## src/rtl/hlce_pkg.sv

```systemverilog
// Package for the HP lattice contact energy core.
// Holds the controller state type, command/status structs and counter limits.
// No dependencies.
package hlce_pkg;

  // Saturation limits of the pair counters
  localparam logic [7:0] ADJ_MAX  = 8'd255;
  localparam logic [6:0] BOND_MAX = 7'd127;

  // Clamp window of the energy result
  localparam logic signed [8:0] ENERGY_MIN = -9'sd128;
  localparam logic signed [8:0] ENERGY_MAX = 9'sd63;

  // Bonded term counts only from this chain length on
  localparam int unsigned MIN_CHAIN = 3;

  // Controller states
  typedef enum logic [1:0] {
    ST_IDLE,
    ST_SCAN,
    ST_WRITE,
    ST_FINISH
  } state_t;

  // Commands from controller to datapath
  typedef struct packed {
    logic load;     // capture the request fields, restart the scan index
    logic set_ovf;  // request dropped, store is full
    logic rd_en;    // read the stored site at the scan index
    logic wr_en;    // store the request, update chain counters
    logic emit;     // drive the result and clear the conformation
  } ctrl_cmd_t;

  // Status from datapath to controller
  typedef struct packed {
    logic full;       // store holds the maximum number of monomers
    logic scan_done;  // all stored sites have been read
    logic last;       // captured request ends the conformation
  } dp_status_t;

endpackage

```

## src/rtl/hlce_ram.sv

```systemverilog
// Generic single-write, single-read RAM with registered read data.
// No dependencies.
module hlce_ram #(
  parameter int WIDTH = 17,
  parameter int DEPTH = 64
) (
  input  logic                     clk,
  input  logic                     we,
  input  logic [$clog2(DEPTH)-1:0] waddr,
  input  logic [WIDTH-1:0]         wdata,
  input  logic                     re,
  input  logic [$clog2(DEPTH)-1:0] raddr,
  output logic [WIDTH-1:0]         rdata
);

  logic [WIDTH-1:0] mem [DEPTH];
  logic [WIDTH-1:0] rdata_r;

  // Write port
  always_ff @(posedge clk) begin
    if (we) begin
      mem[waddr] <= wdata;
    end
  end

  // Registered read port
  always_ff @(posedge clk) begin
    if (re) begin
      rdata_r <= mem[raddr];
    end
  end

  assign rdata = rdata_r;

endmodule

```

## src/rtl/hlce_ctrl.sv

```systemverilog
// Controller state machine of the HP lattice contact energy core.
// Depends on hlce_pkg (state_t, ctrl_cmd_t, dp_status_t).
module hlce_ctrl (
  input  logic                clk,
  input  logic                rst_n,
  input  logic                start,
  input  hlce_pkg::dp_status_t status,
  output hlce_pkg::ctrl_cmd_t  cmd,
  output logic                busy
);
  import hlce_pkg::*;

  state_t state_r, state_nxt;

  // State register
  always_ff @(posedge clk) begin
    if (!rst_n) begin
      state_r <= ST_IDLE;
    end else begin
      state_r <= state_nxt;
    end
  end

  // Next state
  always_comb begin
    state_nxt = state_r;
    unique case (state_r)
      ST_IDLE: begin
        if (start) begin
          if (!status.full) begin
            state_nxt = ST_SCAN;
          end else if (status.last) begin
            state_nxt = ST_FINISH;
          end
        end
      end
      ST_SCAN: begin
        if (status.scan_done) begin
          state_nxt = ST_WRITE;
        end
      end
      ST_WRITE: begin
        state_nxt = status.last ? ST_FINISH : ST_IDLE;
      end
      ST_FINISH: begin
        state_nxt = ST_IDLE;
      end
      default: state_nxt = ST_IDLE;
    endcase
  end

  // Outputs; note status.last is the live request field while idle
  always_comb begin
    cmd  = '0;
    busy = 1'b1;
    unique case (state_r)
      ST_IDLE: begin
        busy        = 1'b0;
        cmd.load    = start;
        cmd.set_ovf = start & status.full;
      end
      ST_SCAN: begin
        cmd.rd_en = ~status.scan_done;
      end
      ST_WRITE: begin
        cmd.wr_en = 1'b1;
      end
      ST_FINISH: begin
        cmd.emit = 1'b1;
      end
      default: ;
    endcase
  end

endmodule

```

## src/rtl/hlce_dp.sv

```systemverilog
// Datapath of the HP lattice contact energy core: site store, compare,
// pair counters, result registers. Depends on hlce_pkg and hlce_ram.
module hlce_dp #(
  parameter int MAX_MONOMERS = 64,
  parameter int COORD_BITS   = 8
) (
  input  logic                 clk,
  input  logic                 rst_n,
  input  hlce_pkg::ctrl_cmd_t   cmd,
  output hlce_pkg::dp_status_t  status,
  input  logic [7:0]           in_row,
  input  logic [7:0]           in_col,
  input  logic                 in_is_h,
  input  logic                 in_last,
  output logic                 out_valid,
  output logic signed [7:0]    out_energy,
  output logic                 out_collision,
  output logic                 out_overflow
);
  import hlce_pkg::*;

  // Only the low coordinate bits count; ports carry at most 8
  localparam int CW    = (COORD_BITS < 8) ? COORD_BITS : 8;
  localparam int AW    = $clog2(MAX_MONOMERS);
  localparam int CNT_W = $clog2(MAX_MONOMERS + 1);
  localparam int RW    = 2 * CW + 1;

  localparam logic [CNT_W-1:0] CNT_FULL = CNT_W'(MAX_MONOMERS);
  localparam logic [CNT_W-1:0] CNT_MIN  = CNT_W'(MIN_CHAIN);

  // Captured request
  logic [CW-1:0]    row_r, col_r;
  logic             h_r, last_r;

  // Conformation state
  logic [CNT_W-1:0] count_r, idx_r;
  logic [7:0]       adj_r;
  logic [6:0]       bond_r;
  logic             prev_r, coll_r, ovf_r;
  logic             rd_vld_r;

  // Result registers
  logic             out_valid_r;
  logic signed [7:0] energy_r;
  logic             coll_out_r, ovf_out_r;

  logic [RW-1:0]    rdata;
  logic [CW-1:0]    s_row, s_col;
  logic             s_kind;
  logic             same_site, adj_hit;
  logic             row_eq, col_eq;
  logic [6:0]       bond_eff;
  logic signed [8:0] diff;
  logic signed [8:0] energy_clamp;

  // True when a and b differ by exactly one
  function automatic logic one_apart(input logic [CW-1:0] a, input logic [CW-1:0] b);
    logic [CW:0] ax, bx;
    ax = {1'b0, a};
    bx = {1'b0, b};
    return ((ax + 1'b1) == bx) || ((bx + 1'b1) == ax);
  endfunction

  // Site store: {kind, row, col} per monomer
  hlce_ram #(
    .WIDTH (RW),
    .DEPTH (MAX_MONOMERS)
  ) u_site_ram (
    .clk   (clk),
    .we    (cmd.wr_en),
    .waddr (count_r[AW-1:0]),
    .wdata ({h_r, row_r, col_r}),
    .re    (cmd.rd_en),
    .raddr (idx_r[AW-1:0]),
    .rdata (rdata)
  );

  assign {s_kind, s_row, s_col} = rdata;

  // Compare the stored site read in the previous cycle
  assign row_eq    = (s_row == row_r);
  assign col_eq    = (s_col == col_r);
  assign same_site = rd_vld_r & row_eq & col_eq;
  assign adj_hit   = rd_vld_r & h_r & s_kind &
                     ((row_eq & one_apart(s_col, col_r)) |
                      (col_eq & one_apart(s_row, row_r)));

  // Request capture
  always_ff @(posedge clk) begin
    if (cmd.load) begin
      row_r  <= in_row[CW-1:0];
      col_r  <= in_col[CW-1:0];
      h_r    <= in_is_h;
      last_r <= in_last;
    end
  end

  // Scan index and read-data valid
  always_ff @(posedge clk) begin
    if (!rst_n) begin
      idx_r    <= '0;
      rd_vld_r <= 1'b0;
    end else begin
      rd_vld_r <= cmd.rd_en;
      if (cmd.load) begin
        idx_r <= '0;
      end else if (cmd.rd_en) begin
        idx_r <= idx_r + 1'b1;
      end
    end
  end

  // Conformation counters and flags
  always_ff @(posedge clk) begin
    if (!rst_n || cmd.emit) begin
      count_r <= '0;
      adj_r   <= '0;
      bond_r  <= '0;
      prev_r  <= 1'b0;
      coll_r  <= 1'b0;
      ovf_r   <= 1'b0;
    end else begin
      if (cmd.set_ovf) begin
        ovf_r <= 1'b1;
      end
      if (same_site) begin
        coll_r <= 1'b1;
      end
      if (adj_hit && adj_r != ADJ_MAX) begin
        adj_r <= adj_r + 1'b1;
      end
      if (cmd.wr_en) begin
        count_r <= count_r + 1'b1;
        prev_r  <= h_r;
        if (count_r != '0 && h_r && prev_r && bond_r != BOND_MAX) begin
          bond_r <= bond_r + 1'b1;
        end
      end
    end
  end

  // Energy: bonded minus adjacent, clamped
  assign bond_eff     = (count_r >= CNT_MIN) ? bond_r : 7'd0;
  assign diff         = $signed({2'b00, bond_eff}) - $signed({1'b0, adj_r});
  always_comb begin
    priority if (diff < ENERGY_MIN) begin
      energy_clamp = ENERGY_MIN;
    end else if (diff > ENERGY_MAX) begin
      energy_clamp = ENERGY_MAX;
    end else begin
      energy_clamp = diff;
    end
  end

  // Result strobe
  always_ff @(posedge clk) begin
    if (!rst_n) begin
      out_valid_r <= 1'b0;
    end else begin
      out_valid_r <= cmd.emit;
    end
  end

  // Result payload
  always_ff @(posedge clk) begin
    if (cmd.emit) begin
      energy_r   <= energy_clamp[7:0];
      coll_out_r <= coll_r;
      ovf_out_r  <= ovf_r;
    end
  end

  // Status; last follows the live field while the controller is idle
  assign status.full      = (count_r == CNT_FULL);
  assign status.scan_done = (idx_r == count_r);
  assign status.last      = cmd.load ? in_last : last_r;

  assign out_valid     = out_valid_r;
  assign out_energy    = energy_r;
  assign out_collision = coll_out_r;
  assign out_overflow  = ovf_out_r;

endmodule

```

## src/rtl/hp_lattice_contact_energy_core.sv

```systemverilog
// Channel   | Ports                                        | Handshake
// ----------+----------------------------------------------+------------------------------
// request   | in_row, in_col, in_is_h, in_last             | taken when start & !busy
// result    | out_energy, out_collision, out_overflow      | out_valid, one cycle, no stall
//
// A stored monomer request is compared in state SCAN with each monomer already stored, then
// written in state WRITE before busy drops; the one-port site RAM is read once per cycle.
// A request with in_last set also passes state FINISH; out_valid comes in the first cycle
// busy is low. A request that finds the store full is dropped unscanned (FINISH if in_last).
// rst_n is synchronous; it clears control and counters, the site RAM is not cleared.
// The receiver cannot stall: out_valid is a single-cycle strobe.
// Top level; depends on hlce_pkg, hlce_ctrl, hlce_dp, hlce_ram.
module hp_lattice_contact_energy_core #(
  parameter int MAX_MONOMERS = 64,
  parameter int COORD_BITS   = 8
) (
  input  logic              clk,
  input  logic              rst_n,
  input  logic              start,
  output logic              busy,
  input  logic [7:0]        in_row,
  input  logic [7:0]        in_col,
  input  logic              in_is_h,
  input  logic              in_last,
  output logic              out_valid,
  output logic signed [7:0] out_energy,
  output logic              out_collision,
  output logic              out_overflow
);
  import hlce_pkg::*;

  ctrl_cmd_t  cmd;
  dp_status_t status;

  // Controller
  hlce_ctrl u_ctrl (
    .clk    (clk),
    .rst_n  (rst_n),
    .start  (start),
    .status (status),
    .cmd    (cmd),
    .busy   (busy)
  );

  // Datapath
  hlce_dp #(
    .MAX_MONOMERS (MAX_MONOMERS),
    .COORD_BITS   (COORD_BITS)
  ) u_dp (
    .clk           (clk),
    .rst_n         (rst_n),
    .cmd           (cmd),
    .status        (status),
    .in_row        (in_row),
    .in_col        (in_col),
    .in_is_h       (in_is_h),
    .in_last       (in_last),
    .out_valid     (out_valid),
    .out_energy    (out_energy),
    .out_collision (out_collision),
    .out_overflow  (out_overflow)
  );

`ifndef ASSERT_OFF
  // Results are single-cycle strobes, one per conformation
  a_strobe_single: assert property (@(posedge clk) disable iff (!rst_n)
    out_valid |=> !out_valid)
    else $error("result strobe held longer than one cycle");

  // No store access while idle
  a_idle_quiet: assert property (@(posedge clk) disable iff (!rst_n)
    !busy |-> !(cmd.rd_en || cmd.wr_en || cmd.emit))
    else $error("store access or result while idle");

  // Never write past the end of the store
  a_no_write_full: assert property (@(posedge clk) disable iff (!rst_n)
    cmd.wr_en |-> !status.full)
    else $error("store write with store full");
`endif

endmodule
```

## config.mk

```make
export PLATFORM = sky130hd
export DESIGN_NAME = hp_lattice_contact_energy_core
export DESIGN_NICKNAME = d
export VERILOG_FILES = /design/src/rtl/hlce_pkg.sv /design/src/rtl/hlce_ram.sv /design/src/rtl/hlce_ctrl.sv /design/src/rtl/hlce_dp.sv /design/src/rtl/hp_lattice_contact_energy_core.sv
export SDC_FILE = /design/constraint.sdc
export NUM_CORES = 1
export LEC_CHECK = 0
export BUFFER_PORTS_ARGS = -buffer_cell sky130_fd_sc_hd__clkbuf_2
export CAP_MARGIN = 30
export CORE_AREA = 5 5 326 328
export DETAILED_ROUTE_END_ITERATION = 10
export DIE_AREA = 0 0 331 333
export SETUP_SLACK_MARGIN = 0.3
export SYNTH_ARGS = -nofsm -noshare
export SYNTH_HDL_FRONTEND = slang
export SYNTH_SLANG_ARGS = --single-unit
export TNS_END_PERCENT = 10
```

## constraint.sdc

```tcl
create_clock -name clk -period 8.65 [get_ports clk]
set_input_delay 0.865 -clock clk [delete_from_list [all_inputs] [get_ports clk]]
set_output_delay 0.865 -clock clk [all_outputs]
set_load 0.01 [all_outputs]
```

==> qor.yml <==
outcome:
  outcome: "complete, no violations"
power_and_ir_drop:
  powerDensity_mw_per_mm2: 227
  switching_share: 0.203
  leakage_nw: 15.9
  pwr-share-seq: 0.535
  intPower_w: 0.00943
  clockPowerShare: 0.431
  peakVddDrop_v: 0.000182
  p_sw_w: 0.00241
  combPwrFrac: 0.034
clock_network:
  h-tree-depth: 3
  cts_root_buf: "clkbuf_16"
  numClockSinks: 1169
  cts_buffers: 116
  cts_max_path_buffers: 3
  path_clk_slew_ns: 0.07
  post-cts-setup-buffers: 0
  cts_tree: "built"
  cts_resized: 0
  hold_buffers: 0
  clock_latency_ns: 0.71
detailed_routing:
  wl_per_cell_um: 30.8
  drc: 0
  drt_iter0_markers: 2294
  firstDrtPassIters: 5
  routed_wl_um: 113000
  avgViaCountPerCell: 5.92
  route.vias.total: 21700
  postRouteAntennaNets: 0
die:
  die_area_mm2: 0.110
  rows: 118
  die_h_um: 333
  start_util: 0.446
  ios: 33
  die_w_um: 331
  coreArea_mm2: 0.103
global_routing:
  grt_pass1_vias: 22200
  antenna_found_initial: 7
  grt.total_usage: 0.206
  grt.overflow.total: 0
  grt_max_degree: 113
  grt_pass1_wl_um: 161000
timing:
  fmax_ghz: 0.235
  slew_headroom: 0.310
  timing.final.crit_share: 0.492
  post-route-min-period_ns: 4.26
  finClkSkew_ns: 0.0337
  hold_viol_final: 0
  setup_violations: 0
  worst_pin_slew_ns: 1.04
  tns_ns: 0
  grt_setup_unrepaired: "no"
  finalMaxSlewViolations: 0
worst_hold_path:
  hold_path_class: "in2reg"
logic_synthesis:
  synth_ff_type: "edfxtp_1"
  synth_top_area_frac: 0.740
  synth_top_area_cell: "edfxtp_1"
  yosys-top-cells-count: "edfxtp_1 (1132), mux4_2 (357), nor2_1 (97)"
  synth-seq-cells: 1169
  async_flop_share: 0
  synth_nets: 2089
  synthesis.area_mm2: 0.0459
  yosysWarnings: 0
  synthCells: 2048
  ys_seq_area_frac: 0.757
  synth_most_common_cell: "edfxtp_1"
  synth-edff-count: 1132
  avgSynthCellArea_um2: 22.4
  yosysUniqueCellTypes: 65
  netlist_top_cells_area: "edfxtp_1 (74%), mux4_2 (18%), dfxtp_1 (1.6%)"
setup_path:
  cp_max_fo: 11
  path_class: "reg2reg"
  worst_setup_path_end_kind: "register"
  worstPathArrival_ns: 4.79
  cp.required_ns: 9.18
  cp-start-kind: "register"
cells_and_area:
  area_growth_pct: 13.8
  drive_gt1_frac: 0.321
  final_nets: 2225
  stdcell_area_mm2: 0.0522
run:
  cap_violations: 0
place:
  place_area_mm2: 0.0483
  dp_hpwl_um: 61700
  port_buffers: 32
  gp_congestion: 0.818
[through the flow]
step | power [W] | hold WS, ns | setup WS [ns] | util | std cells
2_1_floorplan | 0.00668 | 0.409 | 5.23 | - | 2048
3_3_place_gp | 0.00683 | 0.432 | 4.16 | 0.468 | 3440
3_5_place_dp | 0.00685 | 0.471 | 4.47 | 0.469 | 3443
4_1_cts | 0.0119 | 0.295 | 4.46 | 0.507 | 3658
5_1_grt | 0.0122 | 0.312 | 4.10 | 0.508 | 3661
6_report | 0.0118 | 0.342 | 4.39 | 0.508 | 3665
[area by class of cell]
| class | count | area [um^2] |
|---|---|---|
| fillers | 8047 | 50700 |
| clock buffers | 150 | 3140 |
| clock inverters | 65 | 751 |
| diodes | 4 | 10.0 |
| repair buffers | 121 | 953 |
| multi-input cells | 755 | 10800 |
| flip-flops and latches | 1169 | 34700 |
| well taps | 1380 | 1730 |
| inverters | 21 | 78.8 |
[flip-flops by register name (all words and copies together) (netlist names), 2 cells and up]
name,flops
u_dp.idx_r,7
u_ctrl.state_r,2
u_dp.adj_r,8
u_dp.out_energy,8
u_dp.count_r,7
u_dp.u_site_ram.mem,1088
u_dp.u_site_ram.rdata,17
u_dp.bond_r,7
u_dp.row_r,8
u_dp.col_r,8
[routing by layer]
metal | share of wire | wire (um) | global-route usage
met5 | 0 | 0 | 0
met4 | 0.023 | 2600 | 0.0482
met2 | 0.49 | 55700 | 0.337
met1 | 0.41 | 46000 | 0.290
met3 | 0.076 | 8530 | 0.0412
[power groups by stage]
| stage | registers (W) | clock network (W) | logic (W) |
|---|---|---|---|
| floorplan | 0.00653 | 0 | 0.000156 |
| global placement | 0.00646 | 0 | 0.000369 |
| detailed placement | 0.00646 | 0 | 0.000395 |
| CTS | 0.00634 | 0.00521 | 0.000395 |
| global route | 0.00634 | 0.00546 | 0.000425 |
| finish | 0.00634 | 0.00511 | 0.000397 |
[final timing paths]
check / to / cells past startpoint / from / slack, ns
setup / recovery: u_dp.out_energy[4]$_SDFFCE_PP0P_ / 13 / u_dp.count_r[3]$_SDFFE_PP0P_ / 4.39
hold / removal: u_dp.row_r[7]$_DFFE_PP_ / 1 / in_row[7] / 0.34
setup reg to reg: u_dp.out_energy[4]$_SDFFCE_PP0P_ / 13 / u_dp.count_r[3]$_SDFFE_PP0P_ / 4.39
hold reg to reg: u_dp.adj_r[5]$_SDFFE_PP0P_ / 2 / u_dp.adj_r[5]$_SDFFE_PP0P_ / 0.47
[layout by cell type, fill, tap and decap left out, drive strengths merged, types with 16 or more instances in the layout]
cell	netlist	routed
edfxtp	1132	1132
clkbuf	62	182
nor2	97	97
clkinv	0	43
nand2	36	36
xor2	32	32
a21oi	16	16
xnor2	28	28
nand4	16	16
buf	41	89
dfxtp	37	37
inv	21	24
ha	19	19
o21ai	16	16
nand3	20	20
mux4	357	357
[worst max-delay path: stages (launching register included)]
cell,delay (ns)
dfxtp_1,0.42
or3_1,0.69
nor2_1,0.31
nand2_1,0.30
and2_1,0.29
ha_1,0.28
nor2b_1,0.13
o21ai_1,0.13
nand2b_1,0.10
a31o_2,0.27
a21o_1,0.18
a21oi_1,0.33
mux2i_1,0.43
a21boi_1,0.24
[logic make-up (layout without fill, tap and decap cells)]
| group | after synthesis | count (layout) | share of synthesized area |
|---|---|---|---|
| AO/OA/AOI/OAI | 72 | 72 | 0.0105 |
| adder cells (fa/ha/maj) | 20 | 20 | 0.00561 |
| other | 0 | 4 | 0 |
| AND/OR/NAND/NOR | 236 | 236 | 0.0263 |
| multiplexers | 367 | 367 | 0.177 |
| buffers and inverters | 124 | 357 | 0.0120 |
| XOR/XNOR | 60 | 60 | 0.0116 |
| flip-flops | 1169 | 1169 | 0.757 |
Power figures use the tool's default switching activity.
